$ cat src/design/first_fit_free_list_allocator_core_macros.svh
// Assertion macros shared by the allocator core modules.
// Used by ffla_ctrl and ffla_dp; expects clk and rst_n in scope.
`ifndef FIRST_FIT_FREE_LIST_ALLOCATOR_CORE_MACROS_SVH
`define FIRST_FIT_FREE_LIST_ALLOCATOR_CORE_MACROS_SVH

// same-cycle implication
`define FFLA_ASSERT_NOW(label, ante, cons, msg) \
    label: assert property (@(posedge clk) disable iff (!rst_n) (ante) |-> (cons)) \
        else $error(msg);

// next-cycle implication
`define FFLA_ASSERT_NEXT(label, ante, cons, msg) \
    label: assert property (@(posedge clk) disable iff (!rst_n) (ante) |=> (cons)) \
        else $error(msg);

`endif

$ cat src/design/ffla_pkg.sv
// Shared constants, command/status types and helpers for the allocator core.
// No dependencies; imported by ffla_ctrl, ffla_dp and the top level.
package ffla_pkg;

    localparam int unsigned POOL_BYTES  = 65536;
    localparam int unsigned POOL_WORDS  = POOL_BYTES / 8;
    localparam int unsigned WORD_AW     = $clog2(POOL_WORDS);
    localparam int unsigned WORD_W      = 33;
    localparam int unsigned WALK_W      = 13;
    localparam int unsigned MIN_PAYLOAD = 32;
    localparam int unsigned GRAIN       = 16;
    localparam int unsigned MAX_POOL    = 65536;

    localparam logic [1:0] STAT_OK      = 2'd0;
    localparam logic [1:0] STAT_NOFIT   = 2'd1;
    localparam logic [1:0] STAT_BADFREE = 2'd2;

    typedef enum logic [4:0] {
        OP_NONE,
        OP_CLR,
        OP_ACCEPT,
        OP_A_RDTAG,
        OP_A_TAG,
        OP_A_NEXT,
        OP_A_SPLIT,
        OP_A_WHOLE,
        OP_WTAG,
        OP_RD_T,
        OP_RD_T8_CAPN,
        OP_CAPQ,
        OP_REP_WN,
        OP_REP_WQ,
        OP_REP_FIXN,
        OP_REP_FIXQ,
        OP_UNL_FIXN,
        OP_UNL_FIXQ,
        OP_PSH_W0,
        OP_PSH_W8,
        OP_PSH_FIX,
        OP_F_RDH,
        OP_F_H,
        OP_F_FTR,
        OP_F_PT,
        OP_F_NT,
        OP_F_MERGE,
        OP_SETT,
        OP_RESULT
    } dp_op_t;

    typedef enum logic [2:0] {
        TA_P_M8,
        TA_P_S,
        TA_R_M8,
        TA_P_SZ,
        TA_PP_M8,
        TA_NP_NS
    } tag_addr_t;

    typedef enum logic [1:0] {
        TS_M,
        TS_S,
        TS_SZ
    } tag_size_t;

    typedef enum logic [1:0] {
        T_P,
        T_PP,
        T_NP
    } tsel_t;

    typedef enum logic [1:0] {
        RES_OK_ALLOC,
        RES_NOFIT,
        RES_BADFREE,
        RES_OK_FREE
    } res_t;

    typedef struct packed {
        dp_op_t    op;
        tag_addr_t ta;
        tag_size_t ts;
        logic      mark;
        tsel_t     tsel;
        res_t      res;
    } cmd_t;

    typedef struct packed {
        logic act;
        logic walk_ok;
        logic fit;
        logic split;
        logic bad_off;
        logic hbad;
        logic ftrbad;
        logic pf;
        logic nf;
        logic clr_last;
    } sts_t;

    function automatic logic [16:0] clamp_pool(input logic [16:0] v);
        logic [31:0] u;
        u = 32'(v);
        if (u < 32'd64) u = 32'd64;
        if (u > 32'(POOL_BYTES)) u = 32'(POOL_BYTES);
        if (u > 32'(MAX_POOL)) u = 32'(MAX_POOL);
        u = u & ~32'(GRAIN - 1);
        return u[16:0];
    endfunction

    function automatic logic [31:0] round_req(input logic [15:0] req);
        logic [16:0] v;
        v = (req < 16'(MIN_PAYLOAD)) ? 17'(MIN_PAYLOAD) : 17'(req);
        v = (v + 17'(GRAIN - 1)) & ~17'(GRAIN - 1);
        return 32'(v);
    endfunction

    function automatic logic [WORD_W-1:0] tag_word(input logic [31:0] size, input logic mark);
        return {mark, size};
    endfunction

    function automatic logic [WORD_W-1:0] link_word(input logic [16:0] l);
        return {16'd0, l};
    endfunction

endpackage

$ cat src/design/ffla_ctrl.sv
// Allocator sequencer: walks allocate and free as steps over the pool memory.
// Depends on ffla_pkg and the core macros header; drives ffla_dp by command.
`include "first_fit_free_list_allocator_core_macros.svh"
module ffla_ctrl (
    input  logic           clk,
    input  logic           rst_n,
    input  logic           cfg_we,
    input  logic           in_valid,
    output logic           in_stall,
    output logic           out_valid,
    input  logic           out_stall,
    input  ffla_pkg::sts_t sts,
    output ffla_pkg::cmd_t cmd
);
    import ffla_pkg::*;

    typedef enum logic [5:0] {
        S_CLR, S_IDLE, S_RES,
        S_A_CHK, S_A_TAG, S_A_NEXT, S_A_SPLIT, S_A_SW1, S_A_SW2, S_A_WHOLE,
        S_A_FOOT, S_A_HEAD,
        S_F_CHK, S_F_H, S_F_FTR, S_F_PT, S_F_NT, S_F_MRG,
        S_F_N1, S_F_N2, S_F_P1, S_F_P2, S_F_X1, S_F_X2,
        S_F_B1, S_F_B2, S_F_B3, S_F_B4,
        S_R0, S_R1, S_R2, S_R3, S_R4, S_R5, S_R6,
        S_U0, S_U1, S_U2, S_U3, S_U4,
        S_P0, S_P1, S_P2
    } state_t;

    state_t state_reg, state_next, ret_reg, ret_next;
    res_t   res_reg, res_next;
    logic   out_valid_reg, out_valid_next;
    logic   out_free;

    assign out_free  = !out_valid_reg || !out_stall;
    assign in_stall  = (state_reg != S_IDLE) || cfg_we;
    assign out_valid = out_valid_reg;

    always_comb
    begin
        state_next     = state_reg;
        ret_next       = ret_reg;
        res_next       = res_reg;
        out_valid_next = out_valid_reg && out_stall;
        cmd            = '{op: OP_NONE, ta: TA_P_M8, ts: TS_M, mark: 1'b0,
                           tsel: T_P, res: res_reg};
        unique case (state_reg)
            S_CLR:
            begin
                cmd.op = OP_CLR;
                if (sts.clr_last)
                    state_next = S_IDLE;
            end
            S_IDLE:
            begin
                if (in_valid)
                begin
                    cmd.op     = OP_ACCEPT;
                    state_next = sts.act ? S_F_CHK : S_A_CHK;
                end
            end
            S_RES:
            begin
                if (out_free)
                begin
                    cmd.op         = OP_RESULT;
                    out_valid_next = 1'b1;
                    state_next     = S_IDLE;
                end
            end
            S_A_CHK:
            begin
                if (sts.walk_ok)
                begin
                    cmd.op     = OP_A_RDTAG;
                    state_next = S_A_TAG;
                end
                else
                begin
                    res_next   = RES_NOFIT;
                    state_next = S_RES;
                end
            end
            S_A_TAG:
            begin
                cmd.op = OP_A_TAG;
                priority if (!sts.fit)
                    state_next = S_A_NEXT;
                else if (sts.split)
                    state_next = S_A_SPLIT;
                else
                    state_next = S_A_WHOLE;
            end
            S_A_NEXT:
            begin
                cmd.op     = OP_A_NEXT;
                state_next = S_A_CHK;
            end
            S_A_SPLIT:
            begin
                cmd.op     = OP_A_SPLIT;
                state_next = S_A_SW1;
            end
            S_A_SW1:
            begin
                cmd.op     = OP_WTAG;
                cmd.ta     = TA_R_M8;
                cmd.ts     = TS_M;
                state_next = S_A_SW2;
            end
            S_A_SW2:
            begin
                cmd.op     = OP_WTAG;
                cmd.ta     = TA_P_S;
                cmd.ts     = TS_M;
                ret_next   = S_A_FOOT;
                state_next = S_R0;
            end
            S_A_WHOLE:
            begin
                cmd.op     = OP_A_WHOLE;
                ret_next   = S_A_FOOT;
                state_next = S_U0;
            end
            S_A_FOOT:
            begin
                cmd.op     = OP_WTAG;
                cmd.ta     = TA_P_SZ;
                cmd.ts     = TS_SZ;
                cmd.mark   = 1'b1;
                state_next = S_A_HEAD;
            end
            S_A_HEAD:
            begin
                cmd.op     = OP_WTAG;
                cmd.ta     = TA_P_M8;
                cmd.ts     = TS_SZ;
                cmd.mark   = 1'b1;
                res_next   = RES_OK_ALLOC;
                state_next = S_RES;
            end
            S_F_CHK:
            begin
                cmd.op = OP_F_RDH;
                if (sts.bad_off)
                begin
                    res_next   = RES_BADFREE;
                    state_next = S_RES;
                end
                else
                    state_next = S_F_H;
            end
            S_F_H:
            begin
                cmd.op = OP_F_H;
                if (sts.hbad)
                begin
                    res_next   = RES_BADFREE;
                    state_next = S_RES;
                end
                else
                    state_next = S_F_FTR;
            end
            S_F_FTR:
            begin
                cmd.op = OP_F_FTR;
                if (sts.ftrbad)
                begin
                    res_next   = RES_BADFREE;
                    state_next = S_RES;
                end
                else
                    state_next = S_F_PT;
            end
            S_F_PT:
            begin
                cmd.op     = OP_F_PT;
                state_next = S_F_NT;
            end
            S_F_NT:
            begin
                cmd.op     = OP_F_NT;
                state_next = S_F_MRG;
            end
            S_F_MRG:
            begin
                cmd.op   = OP_F_MERGE;
                res_next = RES_OK_FREE;
                unique case ({sts.pf, sts.nf})
                    2'b00:
                    begin
                        cmd.tsel   = T_P;
                        state_next = S_F_N1;
                    end
                    2'b10:
                    begin
                        state_next = S_F_P1;
                    end
                    2'b01:
                    begin
                        cmd.tsel   = T_NP;
                        state_next = S_F_X1;
                    end
                    default:
                    begin
                        cmd.tsel   = T_PP;
                        ret_next   = S_F_B1;
                        state_next = S_U0;
                    end
                endcase
            end
            S_F_N1:
            begin
                cmd.op     = OP_WTAG;
                cmd.ta     = TA_P_M8;
                cmd.ts     = TS_S;
                state_next = S_F_N2;
            end
            S_F_N2:
            begin
                cmd.op     = OP_WTAG;
                cmd.ta     = TA_P_S;
                cmd.ts     = TS_S;
                ret_next   = S_RES;
                state_next = S_P0;
            end
            S_F_P1:
            begin
                cmd.op     = OP_WTAG;
                cmd.ta     = TA_PP_M8;
                state_next = S_F_P2;
            end
            S_F_P2:
            begin
                cmd.op     = OP_WTAG;
                cmd.ta     = TA_P_S;
                state_next = S_RES;
            end
            S_F_X1:
            begin
                cmd.op     = OP_WTAG;
                cmd.ta     = TA_P_M8;
                state_next = S_F_X2;
            end
            S_F_X2:
            begin
                cmd.op     = OP_WTAG;
                cmd.ta     = TA_NP_NS;
                ret_next   = S_RES;
                state_next = S_R0;
            end
            S_F_B1:
            begin
                cmd.op     = OP_SETT;
                cmd.tsel   = T_NP;
                ret_next   = S_F_B2;
                state_next = S_U0;
            end
            S_F_B2:
            begin
                cmd.op     = OP_WTAG;
                cmd.ta     = TA_PP_M8;
                state_next = S_F_B3;
            end
            S_F_B3:
            begin
                cmd.op     = OP_WTAG;
                cmd.ta     = TA_NP_NS;
                state_next = S_F_B4;
            end
            S_F_B4:
            begin
                cmd.op     = OP_SETT;
                cmd.tsel   = T_PP;
                ret_next   = S_RES;
                state_next = S_P0;
            end
            // replace target t by r in the list
            S_R0:
            begin
                cmd.op     = OP_RD_T;
                state_next = S_R1;
            end
            S_R1:
            begin
                cmd.op     = OP_RD_T8_CAPN;
                state_next = S_R2;
            end
            S_R2:
            begin
                cmd.op     = OP_CAPQ;
                state_next = S_R3;
            end
            S_R3:
            begin
                cmd.op     = OP_REP_WN;
                state_next = S_R4;
            end
            S_R4:
            begin
                cmd.op     = OP_REP_WQ;
                state_next = S_R5;
            end
            S_R5:
            begin
                cmd.op     = OP_REP_FIXN;
                state_next = S_R6;
            end
            S_R6:
            begin
                cmd.op     = OP_REP_FIXQ;
                state_next = ret_reg;
            end
            // unlink target t
            S_U0:
            begin
                cmd.op     = OP_RD_T;
                state_next = S_U1;
            end
            S_U1:
            begin
                cmd.op     = OP_RD_T8_CAPN;
                state_next = S_U2;
            end
            S_U2:
            begin
                cmd.op     = OP_CAPQ;
                state_next = S_U3;
            end
            S_U3:
            begin
                cmd.op     = OP_UNL_FIXN;
                state_next = S_U4;
            end
            S_U4:
            begin
                cmd.op     = OP_UNL_FIXQ;
                state_next = ret_reg;
            end
            // push target t at list head
            S_P0:
            begin
                cmd.op     = OP_PSH_W0;
                state_next = S_P1;
            end
            S_P1:
            begin
                cmd.op     = OP_PSH_W8;
                state_next = S_P2;
            end
            S_P2:
            begin
                cmd.op     = OP_PSH_FIX;
                state_next = ret_reg;
            end
            default:
            begin
                state_next = S_IDLE;
            end
        endcase
        if (cfg_we)
            state_next = S_CLR;
    end

    always_ff @(posedge clk or negedge rst_n)
    begin
        if (!rst_n)
        begin
            state_reg     <= S_CLR;
            ret_reg       <= S_RES;
            res_reg       <= RES_OK_FREE;
            out_valid_reg <= 1'b0;
        end
        else
        begin
            state_reg     <= state_next;
            ret_reg       <= ret_next;
            res_reg       <= res_next;
            out_valid_reg <= out_valid_next;
        end
    end

    `FFLA_ASSERT_NEXT(a_accept_dispatch, in_valid && !in_stall, (state_reg == S_A_CHK) || (state_reg == S_F_CHK), "accepted request not dispatched")
    `FFLA_ASSERT_NEXT(a_cfg_clear, cfg_we, state_reg == S_CLR, "config write did not start the clear sweep")
    `FFLA_ASSERT_NEXT(a_res_hold, (state_reg == S_RES) && out_valid_reg && out_stall && !cfg_we, (state_reg == S_RES) && out_valid_reg, "pending result lost under stall")
    `FFLA_ASSERT_NOW(a_clr_no_out_load, state_reg == S_CLR, cmd.op != OP_RESULT, "result loaded during clear sweep")

endmodule

$ cat config.mk
export PLATFORM = sky130hd
export DESIGN_NAME = ffla_ctrl
export DESIGN_NICKNAME = d
export VERILOG_FILES = /design/src/design/ffla_pkg.sv /design/src/design/ffla_ctrl.sv
export VERILOG_INCLUDE_DIRS = /design/src /design/src/design
export SDC_FILE = /design/constraint.sdc
export NUM_CORES = 1
export LEC_CHECK = 0
export BUFFER_PORTS_ARGS = -buffer_cell sky130_fd_sc_hd__buf_4
export CAP_MARGIN = 25
export CORE_UTILIZATION = 30
export CTS_CLUSTER_SIZE = 16
export DETAILED_ROUTE_END_ITERATION = 7
export GPL_ROUTABILITY_DRIVEN = 0
export MAX_ROUTING_LAYER = met4
export PLACE_DENSITY = 0.57
export SLEW_MARGIN = 5
export SYNTH_ARGS = -nofsm -noshare
export SYNTH_HDL_FRONTEND = slang
export SYNTH_SLANG_ARGS = --single-unit
export TNS_END_PERCENT = 5
$ cat constraint.sdc
create_clock -name clk -period 2.47 [get_ports clk]
set_clock_uncertainty 0.1 [all_clocks]
set_input_delay 0 -clock clk [delete_from_list [all_inputs] [get_ports clk]]
set_output_delay 0 -clock clk [all_outputs]
set_load 0.05 [all_outputs]
==> results.tsv <==
metric	value	unit
status	complete, no violations	
ir_drop	0.304	mV
synth_edf_count	0	
antenna_found_initial	0	
synth.largest_area_cell	dfrtp_1	
io_buffers	31	
htreeDepth	1	
hold_violations	0	
internal_power	487	uW
clockPowerShare	0.253	
io_pins	32	
coreArea	6390	um^2
worstSetupStartpointType	flip-flop	
power.density	308	nW/um^2
switching_share	0.362	
p_sw	276	uW
initial_core_util	0.311	
clkTransAtPathRegs	60	ps
drtPass1Iterations	6	
synth_compound_area_frac	0.373	
layout.nets	343	
overflow	0	
seq_power_share	0.366	
synth_seq_area_share	0.166	
die_w	83.4	um
rrSetupSlack	180	ps
cts.sinks	13	
combPwrFrac	0.382	
die-area	6950	um^2
slowest_stage	dfrtp_1	
syn_to_final_growth	24.5	%
worstPathArrival	2250	ps
drtIter0Drc	452	
cts-root-buf	clkbuf_8	
synth_seq_cells	13	
cts_post_setup_buffers_inserted	0	
criticalPathCategory	flip-flop to primary output	
rsz0062_at_grt	false	
synth_area_leaders	dfrtp_1 (13%), a21oi_1 (6.8%), o21ai_0 (5.3%), nor2b_1 (4.1%), dfstp_2 (4.0%)	
synth_cell_types	62	
wl_per_cell	19.0	um
yosys-mux-area-fraction	0.0264	
grt_max_degree	26	
grt_pass1_wl	12500	um
ys.flop_type	dfrtp_1	
wl	7630	um
dp_hpwl	5770	um
fin_crit_sh	0.951	
cp_max_fo	15	
dp_slack	308	ps
endpoint_kind	primary output	
worst_r2r_endpoint	state_reg[3]$_DFFE_PN0P_	
finalPower	763	uW
drv_cap	0	
clk_latency	240	ps
cts_buffer_depth	2	
layout_min_cycle_time	2350	ps
synthArstFlopShare	1.00	
synth.yosys.warnings	0	
synth_top_area_frac	0.126	
synth_fa_ha_area_frac	0.0189	
postSynthCellCount	289	
worstPathRequired	2370	ps
cts_buffers	3	
max_slew_margin	0.653	
postSynthAreaPerCell	6.88	um^2
max_stage_delay	630	ps
slew_viol_final	0	
syn_area	1990	um^2
drc_errors	0	
grt_pass1_vias	2386	
synth-simple-area-share	0.302	
yosysMostFrequentCell	a21oi_1	
avgViaCountPerCell	6.45	
crit_chain	buf_4 -> nand2_1 -> a21oi_1 -> a21oi_1 -> o32a_1 -> o221ai_1 -> buf_4	
power_leakage	0.931	nW
synth_common_cells	a21oi_1 (27), o21ai_0 (21), nor2_1 (20)	
drive_above_1_share	0.235	
max_freq	0.426	GHz
reg2reg_depth	6	
grt.total_usage	0.227	
finalSetupViolations	0	
die_h	83.4	um
vias	2585	
worst_pin_slew	521	ps
synth_top_family_by_area	compound AO/OA/AOI/OAI gates	
tritoncts	built	
largest_register_ffs	6	
n_antenna_cell	0	
rows	29	
hold_class	primary input to async pin	
setup_slack	120	ps
synth-xor-area-share	0.0132	
drtAntennaViolNets	0	
syn_nets	307	
r2r-start	state_reg[5]$_DFFE_PN0P_	
==> worst max path at each step <==
| stage | start | end | slack [ps] |
|---|---|---|---|
| after global placement | state_reg[0]$_DFFE_PN0P_ | ret_reg[4]$_DFFE_PN0P_ | 270 |
| after floorplan | state_reg[4]$_DFFE_PN0P_ | cmd[6] | -70 |
| after CTS | state_reg[5]$_DFFE_PN0P_ | cmd[11] | 110 |
| after detailed placement | state_reg[0]$_DFFE_PN0P_ | ret_reg[4]$_DFFE_PN0P_ | 310 |
| final | state_reg[5]$_DFFE_PN0P_ | cmd[11] | 120 |
| after global routing | state_reg[5]$_DFFE_PN0P_ | cmd[11] | 50 |
==> routing by layer <==
layer / GRT usage / up-vias / share of wire
li1: - / 1165 / -
met1: 0.321 / 1170 / 0.40
met2: 0.333 / 216 / 0.43
met3: 0.0388 / 34 / 0.13
met4: 0.0627 / 0 / 0.034
met5: - / - / 0
==> power by group through the flow <==
stage	Sequential, mW	Clock, mW	Combinational, mW
floorplan	0.281	0	0.175
global placement	0.281	0	0.281
CTS	0.279	0.197	0.286
finish	0.279	0.193	0.291
detailed placement	0.282	0	0.281
global route	0.283	0.205	0.313
==> critical path: cells and delay by family, from the launching register on <==
family | cells | cell delay (ps)
DFF | 1 | 630
buffers and inverters | 2 | 520
and+or+nand+nor | 1 | 180
AOI/OAI and AO/OA | 4 | 660
==> cell families after synthesis <==
kind of cell | Yosys count
adder cells (fa/ha/maj) | 3
AO/OA/AOI/OAI | 112
AND/OR/NAND/NOR | 111
buffers and inverters | 42
flip-flops | 13
XOR/XNOR | 3
multiplexers | 5
==> timing repair <==
action,CTS,global route
resized for setup,0,3
hold buffers,3,0
hold endpoints to repair,15,0
endpoints found under the setup margin,0,2
==> cell usage in the layout (no fill, tap or decap), drive strengths merged, types with 3 or more instances in the layout <==
cell         count
buf             60
a21oi           27
o21ai           21
nor2            20
nand2           19
nor3            15
nor2b           13
nand3           10
dfrtp           10
inv              9
a31oi            9
nand2b           8
a22oi            8
o22ai            7
nor4             5
o32ai            4
a211oi           4
o211ai           4
and3b            3
o32a             3
nand4            3
o21a             3
mux2i            3
o31ai            3
nand3b           3
ha               3
clkbuf           3
dlygate4sd3      3
dfstp            3
or2              3
==> through the flow <==
| step | util | std cells | hold WS, ps | cell area (um^2) | setup TNS, ps |
|---|---|---|---|---|---|
| 2_1_floorplan | - | 289 | -396 | 1990 | -65.7 |
| 3_3_place_gp | 0.374 | 394 | -245 | 2390 | 0 |
| 3_5_place_dp | 0.374 | 394 | -242 | 2390 | 0 |
| 4_1_cts | 0.386 | 401 | 27.3 | 2470 | 0 |
| 5_1_grt | 0.387 | 401 | 44.8 | 2470 | 0 |
| 6_report | 0.387 | 401 | 51.1 | 2470 | 0 |
==> area by class of cell <==
class,instances,area (um^2)
Clock buffer,3,41.3
Tap cell,77,96.3
Inverter,10,37.5
Sequential cell,13,329
Fill cell,693,3910
Timing Repair Buffer,63,493
Clock inverter,1,5.00
Multi-Input combinational cell,234,1470
(Power assumes the default switching activity.)
